### src/hdl/ndp_pkg.sv
`default_nettype none

package ndp_pkg;

  // Fixed field widths
  localparam int unsigned ValueWidth = 14;
  localparam int unsigned DigitWidth = 4;

  // Divide by ten: floor(x / 10) == (x * DivMagic) >> DivShift for x < 81920
  localparam int unsigned Radix      = 10;
  localparam int unsigned MagicWidth = 16;
  localparam int unsigned DivMagic   = 52429;
  localparam int unsigned DivShift   = 19;

  typedef logic [ValueWidth-1:0] value_t;
  typedef logic [DigitWidth-1:0] digit_t;

  // Per-stage control that travels with the data
  typedef struct packed {
    logic valid;
    logic ok;
  } ctrl_t;

  function automatic int unsigned pow10(input int unsigned e);
    int unsigned p;
    p = 1;
    for (int unsigned k = 0; k < e; k++) begin
      p = p * Radix;
    end
    return p;
  endfunction

endpackage

`default_nettype wire

### src/hdl/ndp_digit_stage.sv
`default_nettype none

// Peel off one decimal digit per stage.
module ndp_digit_stage #(
  parameter int unsigned Count = 4,
  parameter int unsigned Index = 0
) (
  input  wire logic                  clk_i,
  input  wire logic                  rst_ni,
  input  wire ndp_pkg::ctrl_t        ctrl_i,
  input  wire ndp_pkg::value_t       rest_i,
  input  wire logic [Count-1:0][3:0] digits_i,
  output ndp_pkg::ctrl_t             ctrl_o,
  output ndp_pkg::value_t            rest_o,
  output logic [Count-1:0][3:0]      digits_o
);

  localparam int unsigned ProdW = ndp_pkg::ValueWidth + ndp_pkg::MagicWidth;

  logic [ProdW-1:0]      prod;
  ndp_pkg::value_t       quot;
  ndp_pkg::value_t       tenfold;
  ndp_pkg::value_t       diff;
  ndp_pkg::digit_t       rem;

  ndp_pkg::ctrl_t        ctrl_d, ctrl_q;
  ndp_pkg::value_t       rest_d, rest_q;
  logic [Count-1:0][3:0] digits_d, digits_q;

  always_comb begin
    prod     = ProdW'(rest_i) * ProdW'(ndp_pkg::DivMagic);
    quot     = ndp_pkg::value_t'(prod >> ndp_pkg::DivShift);
    tenfold  = ndp_pkg::value_t'(quot * ndp_pkg::value_t'(ndp_pkg::Radix));
    diff     = rest_i - tenfold;
    rem      = diff[ndp_pkg::DigitWidth-1:0];
    rest_d   = quot;
    digits_d = digits_i;
    digits_d[Index] = rem;
    ctrl_d.valid = ctrl_i.valid;
    // drop the item as soon as a zero digit shows up
    ctrl_d.ok    = ctrl_i.ok && (rem != '0);
  end

  always_ff @(posedge clk_i or negedge rst_ni) begin
    if (!rst_ni) begin
      ctrl_q <= '0;
    end else begin
      ctrl_q <= ctrl_d;
    end
  end

  always_ff @(posedge clk_i) begin
    rest_q   <= rest_d;
    digits_q <= digits_d;
  end

  assign ctrl_o   = ctrl_q;
  assign rest_o   = rest_q;
  assign digits_o = digits_q;

endmodule

`default_nettype wire

### src/hdl/ndp_permute.sv
`default_nettype none

// Two stages: locate pivot and swap partner, then swap and reverse the tail.
module ndp_permute #(
  parameter int unsigned Count = 4
) (
  input  wire logic                  clk_i,
  input  wire logic                  rst_ni,
  input  wire ndp_pkg::ctrl_t        ctrl_i,
  input  wire ndp_pkg::value_t       rest_i,
  input  wire logic [Count-1:0][3:0] digits_i,
  output ndp_pkg::ctrl_t             ctrl_o,
  output logic [Count-1:0][3:0]      digits_o
);

  localparam int unsigned IdxW = $clog2(Count);

  // Stage A
  logic                  piv_hit;
  logic                  best_hit;
  logic [IdxW-1:0]       piv;
  logic [IdxW-1:0]       best;
  ndp_pkg::digit_t       piv_digit;

  ndp_pkg::ctrl_t        a_ctrl_d, a_ctrl_q;
  logic [IdxW-1:0]       a_piv_d, a_piv_q;
  logic [IdxW-1:0]       a_best_d, a_best_q;
  logic [Count-1:0][3:0] a_digits_q;

  always_comb begin
    piv_hit = 1'b0;
    piv     = '0;
    for (int k = 1; k < Count; k++) begin
      if (!piv_hit && (digits_i[k] < digits_i[k-1])) begin
        piv_hit = 1'b1;
        piv     = IdxW'(k);
      end
    end
    piv_digit = digits_i[piv];
    // the tail is ascending toward the pivot, so the first larger digit is the smallest
    best_hit = 1'b0;
    best     = '0;
    for (int k = 0; k < Count; k++) begin
      if (!best_hit && (k < int'(piv)) && (digits_i[k] > piv_digit)) begin
        best_hit = 1'b1;
        best     = IdxW'(k);
      end
    end
    a_ctrl_d.valid = ctrl_i.valid;
    a_ctrl_d.ok    = ctrl_i.ok && (rest_i == '0) && piv_hit && best_hit;
    a_piv_d        = piv;
    a_best_d       = best;
  end

  always_ff @(posedge clk_i or negedge rst_ni) begin
    if (!rst_ni) begin
      a_ctrl_q <= '0;
    end else begin
      a_ctrl_q <= a_ctrl_d;
    end
  end

  always_ff @(posedge clk_i) begin
    a_piv_q    <= a_piv_d;
    a_best_q   <= a_best_d;
    a_digits_q <= digits_i;
  end

  // Stage B
  logic [Count-1:0][3:0] swapped;
  logic [IdxW-1:0]       src;
  ndp_pkg::ctrl_t        b_ctrl_q;
  logic [Count-1:0][3:0] b_digits_d, b_digits_q;

  always_comb begin
    swapped           = a_digits_q;
    swapped[a_piv_q]  = a_digits_q[a_best_q];
    swapped[a_best_q] = a_digits_q[a_piv_q];
    b_digits_d        = swapped;
    src               = '0;
    // reverse the tail so its largest digit lands in the lowest place
    for (int k = 0; k < Count; k++) begin
      if (k < int'(a_piv_q)) begin
        src           = IdxW'(int'(a_piv_q) - 1 - k);
        b_digits_d[k] = swapped[src];
      end
    end
  end

  always_ff @(posedge clk_i or negedge rst_ni) begin
    if (!rst_ni) begin
      b_ctrl_q <= '0;
    end else begin
      b_ctrl_q <= a_ctrl_q;
    end
  end

  always_ff @(posedge clk_i) begin
    b_digits_q <= b_digits_d;
  end

  assign ctrl_o   = b_ctrl_q;
  assign digits_o = b_digits_q;

endmodule

`default_nettype wire

### src/hdl/ndp_pack.sv
`default_nettype none

// Fold the digits back into a binary value and register the result.
module ndp_pack #(
  parameter int unsigned Count = 4
) (
  input  wire logic                  clk_i,
  input  wire logic                  rst_ni,
  input  wire ndp_pkg::ctrl_t        ctrl_i,
  input  wire logic [Count-1:0][3:0] digits_i,
  output logic                       done_o,
  output ndp_pkg::value_t            next_value_o,
  output logic                       found_o
);

  localparam int unsigned SumW = (ndp_pkg::DigitWidth * Count > ndp_pkg::ValueWidth) ?
                                 ndp_pkg::DigitWidth * Count : ndp_pkg::ValueWidth;

  logic [SumW-1:0] sum;
  ndp_pkg::value_t value_d, value_q;
  logic            done_q;
  logic            found_q;

  always_comb begin
    sum = '0;
    for (int unsigned k = 0; k < Count; k++) begin
      sum = sum + SumW'(digits_i[k]) * SumW'(ndp_pkg::pow10(k));
    end
    value_d = ctrl_i.ok ? sum[ndp_pkg::ValueWidth-1:0] : '0;
  end

  always_ff @(posedge clk_i or negedge rst_ni) begin
    if (!rst_ni) begin
      done_q  <= 1'b0;
      found_q <= 1'b0;
    end else begin
      done_q  <= ctrl_i.valid;
      found_q <= ctrl_i.valid && ctrl_i.ok;
    end
  end

  always_ff @(posedge clk_i) begin
    value_q <= value_d;
  end

  assign done_o       = done_q;
  assign found_o      = found_q;
  assign next_value_o = value_q;

endmodule

`default_nettype wire

### src/hdl/next_digit_permutation_unit.sv
`default_nettype none

// Channel  | Handshake          | Payload
// ---------+--------------------+----------------------------------------
// command  | start_i, busy_o    | current_value_i[13:0]
// result   | done_o (strobe)    | next_value_o[13:0], found_o
//
// A word is taken at every rising edge where start_i is high and busy_o is
// low; busy_o stays low, so a new word may enter on every cycle.
// Each word passes through one register stage per decimal digit, two for pivot
// search and swap/reverse, and one to repack.
// done_o marks each result for exactly one cycle; the receiver cannot stall.
// Reset clears only the control flags (valid, ok, done_o, found_o); data is not reset.
module next_digit_permutation_unit #(
  parameter int unsigned DIGIT_COUNT = 4
) (
  input  wire logic            clk_i,
  input  wire logic            rst_ni,
  input  wire logic            start_i,
  output logic                 busy_o,
  input  wire ndp_pkg::value_t current_value_i,
  output logic                 done_o,
  output ndp_pkg::value_t      next_value_o,
  output logic                 found_o
);

  // Stage boundaries of the digit extraction chain
  ndp_pkg::ctrl_t              ctrl_s   [DIGIT_COUNT+1];
  ndp_pkg::value_t             rest_s   [DIGIT_COUNT+1];
  logic [DIGIT_COUNT-1:0][3:0] digits_s [DIGIT_COUNT+1];

  ndp_pkg::ctrl_t              perm_ctrl;
  logic [DIGIT_COUNT-1:0][3:0] perm_digits;

  // Pure pipeline with no backpressure: never hold off the sender
  assign busy_o = 1'b0;

  // Start every word as acceptable; stages drop it on a zero digit
  assign ctrl_s[0].valid = start_i && !busy_o;
  assign ctrl_s[0].ok    = 1'b1;
  assign rest_s[0]       = current_value_i;
  assign digits_s[0]     = '0;

  for (genvar g = 0; g < DIGIT_COUNT; g++) begin : g_digit
    ndp_digit_stage #(
      .Count (DIGIT_COUNT),
      .Index (g)
    ) u_digit (
      .clk_i    (clk_i),
      .rst_ni   (rst_ni),
      .ctrl_i   (ctrl_s[g]),
      .rest_i   (rest_s[g]),
      .digits_i (digits_s[g]),
      .ctrl_o   (ctrl_s[g+1]),
      .rest_o   (rest_s[g+1]),
      .digits_o (digits_s[g+1])
    );
  end

  // Leftover quotient flags a value with too many digits
  ndp_permute #(
    .Count (DIGIT_COUNT)
  ) u_permute (
    .clk_i    (clk_i),
    .rst_ni   (rst_ni),
    .ctrl_i   (ctrl_s[DIGIT_COUNT]),
    .rest_i   (rest_s[DIGIT_COUNT]),
    .digits_i (digits_s[DIGIT_COUNT]),
    .ctrl_o   (perm_ctrl),
    .digits_o (perm_digits)
  );

  // Repack to binary; zero the value when there is no successor
  ndp_pack #(
    .Count (DIGIT_COUNT)
  ) u_pack (
    .clk_i        (clk_i),
    .rst_ni       (rst_ni),
    .ctrl_i       (perm_ctrl),
    .digits_i     (perm_digits),
    .done_o       (done_o),
    .next_value_o (next_value_o),
    .found_o      (found_o)
  );

endmodule

`default_nettype wire

### config.mk
export PLATFORM = sky130hd
export DESIGN_NAME = next_digit_permutation_unit
export DESIGN_NICKNAME = d
export VERILOG_FILES = /design/src/hdl/ndp_pkg.sv /design/src/hdl/ndp_digit_stage.sv /design/src/hdl/ndp_permute.sv /design/src/hdl/ndp_pack.sv /design/src/hdl/next_digit_permutation_unit.sv
export SDC_FILE = /design/constraint.sdc
export NUM_CORES = 1
export LEC_CHECK = 0
export ABC_AREA = 1
export BUFFER_PORTS_ARGS = -buffer_cell sky130_fd_sc_hd__buf_2
export CAP_MARGIN = 20
export CORE_ASPECT_RATIO = 1.75
export CORE_MARGIN = 3
export CORE_UTILIZATION = 50
export CTS_CLUSTER_DIAMETER = 100
export DETAILED_ROUTE_END_ITERATION = 10
export GPL_ROUTABILITY_DRIVEN = 1
export PLACE_DENSITY_LB_ADDON = 0.25
export SYNTH_ARGS = -nofsm -noshare
export SYNTH_HDL_FRONTEND = slang
export SYNTH_SLANG_ARGS = --single-unit
### constraint.sdc
create_clock -name clk_i -period 6.7 [get_ports clk_i]
set_input_delay 2.01 -clock clk_i [delete_from_list [all_inputs] [get_ports clk_i]]
set_output_delay 2.01 -clock clk_i [all_outputs]
set_load 0.02 [all_outputs]
==> metrics.md <==
| Metric | Value |
|---|---|
| DRT iter0 DRCs | 405 |
| Number of synthesized flops with an enable pin | 0 |
| Setup ws final | -0.116 ns |
| Slew @ Worst Pin | 0.637 ns |
| # setup viols final | 3 |
| Crit share post-route | 102% |
| CTS tree | built |
| Num ports | 34 |
| Vias per inst | 5.13 |
| Register bit count reported by yosys | 130 |
| Average routed wire per standard cell | 15.0 µm |
| FMAX | 0.147 GHz |
| Final #Nets | 2465 |
| Worst r2r src | g_digit[0].u_digit.rest_o[9] |
| Dominant synthesized flop cell | dfxtp_1 |
| Syn Nets | 2325 |
| Max-Cap Viols | 0 |
| Fin area | 17600 µm² |
| Sequential cell area | 2670 µm² |
| Total die area | 32700 µm² |
| Leading area contributor after synthesis | ha_1 |
| GRT Residual Overflow | 0 |
| Slew HR | 57.4% |
| Hold Buf Count CTS | 0 |
| Maximum clock insertion buffer count | 2 |
| Final Hold Fails | 0 |
| Worst hold margin | 0.323 ns |
| Syn Std Cell Area | 15200 µm² |
| Final min period | 6.82 ns |
| Area after DPL | 16600 µm² |
| Worst Hold Launch | g_digit[0].u_digit.digits_o[1] |
| End point of the worst hold path | g_digit[1].u_digit.digits_o[1] |
| Fill cell count | 2776 |
| Hold Path Class | reg -> reg |
| GR Util All Layers | 23.3% |
| H-tree depth | 4 |
| Avg Cell Area, Syn | 8.20 µm² |
| Seq/Total Area, Yosys | 17.5% |
| Initial core utilization | 50.7% |
| Clock latency on the worst-skew pair | 0.44 ns |
| Chip Width | 138 µm |
| First-pass GRT wire length | 60200 µm |
| Crit path required time | 7.05 ns |
| Antenna violations before repair | 0 |
| Overall routed net length | 35900 µm |
| Worst path max stage delay | 0.59 ns |
| CTS sink cnt | 130 |
| GPL Wtd Cong | 0.936 |
| Outcome | finished, violations left |
| CP Launch Type | input pin |
| Pin count of the biggest net entering global routing | 28 |
| Overall die height | 237 µm |
| Post-DP HPWL | 31100 µm |
| CP Data Arrival Time | 7.17 ns |
| Reg2reg path depth | 28 |
| Crit path kind | in -> reg |
| Post-synth ARST share | 10.8% |
| N_diodes | 0 |
| Area share of the largest cell type after synthesis | 26.1% |
| Final slew viol count | 0 |
| Commonest cells in the netlist | inv_1 (394), nand2_1 (335), ha_1 (318) |
| Clock Tree Root | clkbuf_16 |
| Post-route ant nets | 0 |
| Total number of vias | 12300 |
| Clock skew | 0.00832 ns |
| Synth warn | 0 |
| Most frequent CP cell | buf_4 |
| # DRC | 0 |
| Hold path depth | 0 |
| Fraction of layout instances using a drive strength above 1 | 14.0% |
| RSZ-0062 raised after global routing | yes |
| Critical R2R Capture | g_digit[1].u_digit.ctrl_o[0] |
| Synth area leaders | ha_1 (26%), fa_1 (17%), dfxtp_1 (15%) |
| Reg2reg setup slack | 1.03 ns |
| Most frequent cell after synthesis | inv_1 |
| Synth unique cells | 59 |
| PortBufs | 32 |
| Slowest CP cell | fa_1 |
| Core ar. | 30100 µm² |
| Area of the multi-input gates | 11200 µm² |
| Vias in the first global route | 13300 |
| Cts bufs inserted | 17 |
| Std-Cell Rows | 84 |
| Layout area overhead | 15.2% |
| Final core occ | 58.4% |
| Violated checks | setup timing |
| Crit-path max FO | 3 |
| Drt first pass iters | 5 |
| Setup tns final | -0.270 ns |
| Clk pin slew, worst setup/hold paths | 0.05 ns |
| Post-synthesis cell count | 1859 |
| CP endpoint kind | flop |
worst max-delay path, delay by kind of cell:
kind	cells	cell delay [ns]
fa+ha+maj	7	3.10
buf+inv	11	1.15
simple gates	4	0.40
compound gates	3	0.36
xor+xnor	1	0.14
cells in the final DEF (no fill, tap or decap), types with 4 or more instances in the layout:
cell       synthesis  layout
a211oi_1           5       5
a21o_1             9       9
a21oi_1          107     102
a21oi_4            1       4
a31oi_1            7       7
buf_2              4      28
buf_4              1     100
buf_6              2       4
bufinv_16          0       5
clkbuf_16          0      18
dfrtp_1           14      14
dfxtp_1          116     116
fa_1             131     128
ha_1             318     307
ha_4               0      11
inv_1            394     386
inv_2             17      24
nand2_1          335     326
nand2_2           13      21
nand3_1           85      82
nand3_2            7      10
nand3b_1           4       4
nand4_1           13      13
nor2_1            76      75
nor2_2             5       5
nor3_1            13      12
o211ai_1          15      15
o21ai_0           47      46
o21ai_1           19      19
o21ai_2            4       4
or2_2              5       5
xnor2_1           15      15
xor2_1            31      29
final cells by class:
cell class                 count  share of cell area [%]
timing repair buffer         133                    5.42
clock inverter                12                    1.16
inverter                     415                    8.91
tap                          387                    2.76
sequential                   130                    15.2
clock buffer                  20                    2.61
multi-input combinational   1302                    63.9
state kept, by name, summed over array words and instances, names as in the netlist:
register / flops
u_pack.found_o: 1
g_digit.u_digit.rest_o: 26
u_permute.a_piv_q: 2
g_digit.u_digit.digits_o: 40
u_pack.next_value_o: 14
u_permute.a_best_q: 2
g_digit.u_digit.ctrl_o: 8
u_permute.a_digits_q: 16
u_pack.done_o: 1
u_permute.a_ctrl_q: 2
u_permute.ctrl_o: 2
u_permute.digits_o: 16
timing repair:
item / CTS / global route
buffers inserted: 7 / 3
pin swaps: 31 / 16
gates cloned: 0 / 0
gates resized for setup: 31 / 20
setup endpoints to repair: 2 / 4
per-stage QoR:
| step | cells | setup slack (ns) |
|---|---|---|
| after floorplan | 1859 | -0.222 |
| after global placement | 2358 | -0.579 |
| after detailed placement | 2358 | -0.716 |
| after CTS | 2397 | -0.0770 |
| after global routing | 2399 | -0.293 |
| final | 2399 | -0.116 |
kinds of logic (layout without fill, tap and decap cells):
kind of cell,Yosys count,count (layout),synth area share (%)
AND/OR/NAND/NOR,571,571,16.6
adder cells (fa/ha/maj),449,449,43.3
buffers and inverters,427,580,10.7
AO/OA/AOI/OAI,233,233,8.95
flip-flops,130,130,17.5
XOR/XNOR,47,47,2.75
other,1,1,0.0246
multiplexers,1,1,0.0657
how the worst max path moves through the flow:
stage / depth (start not counted) / from / to
after floorplan: 27 / current_value_i[9] / g_digit[0].u_digit.ctrl_o[0]
after global placement: 28 / current_value_i[9] / g_digit[0].u_digit.ctrl_o[0]
after detailed placement: 23 / current_value_i[12] / g_digit[0].u_digit.ctrl_o[0]
after CTS: 25 / current_value_i[12] / g_digit[0].u_digit.ctrl_o[0]
after global routing: 28 / current_value_i[3] / g_digit[0].u_digit.ctrl_o[0]
final: 26 / current_value_i[12] / g_digit[0].u_digit.rest_o[4]
routing by layer:
| layer | track usage (%) | part of all wire [%] | wire, µm | vias to the layer above |
|---|---|---|---|---|
| li1 | - | - | - | 6213 |
| met4 | 12.1 | 5.4 | 1930 | 0 |
| met3 | 3.38 | 2.2 | 789 | 116 |
| met5 | 0 | 0 | 0 | - |
| met1 | 22.4 | 35 | 12700 | 5783 |
| met2 | 45.8 | 57 | 20500 | 196 |
Power is left out: the tool's default activity adds up to more than one toggle a clock period on the data nets, which glitch-free logic cannot reach.
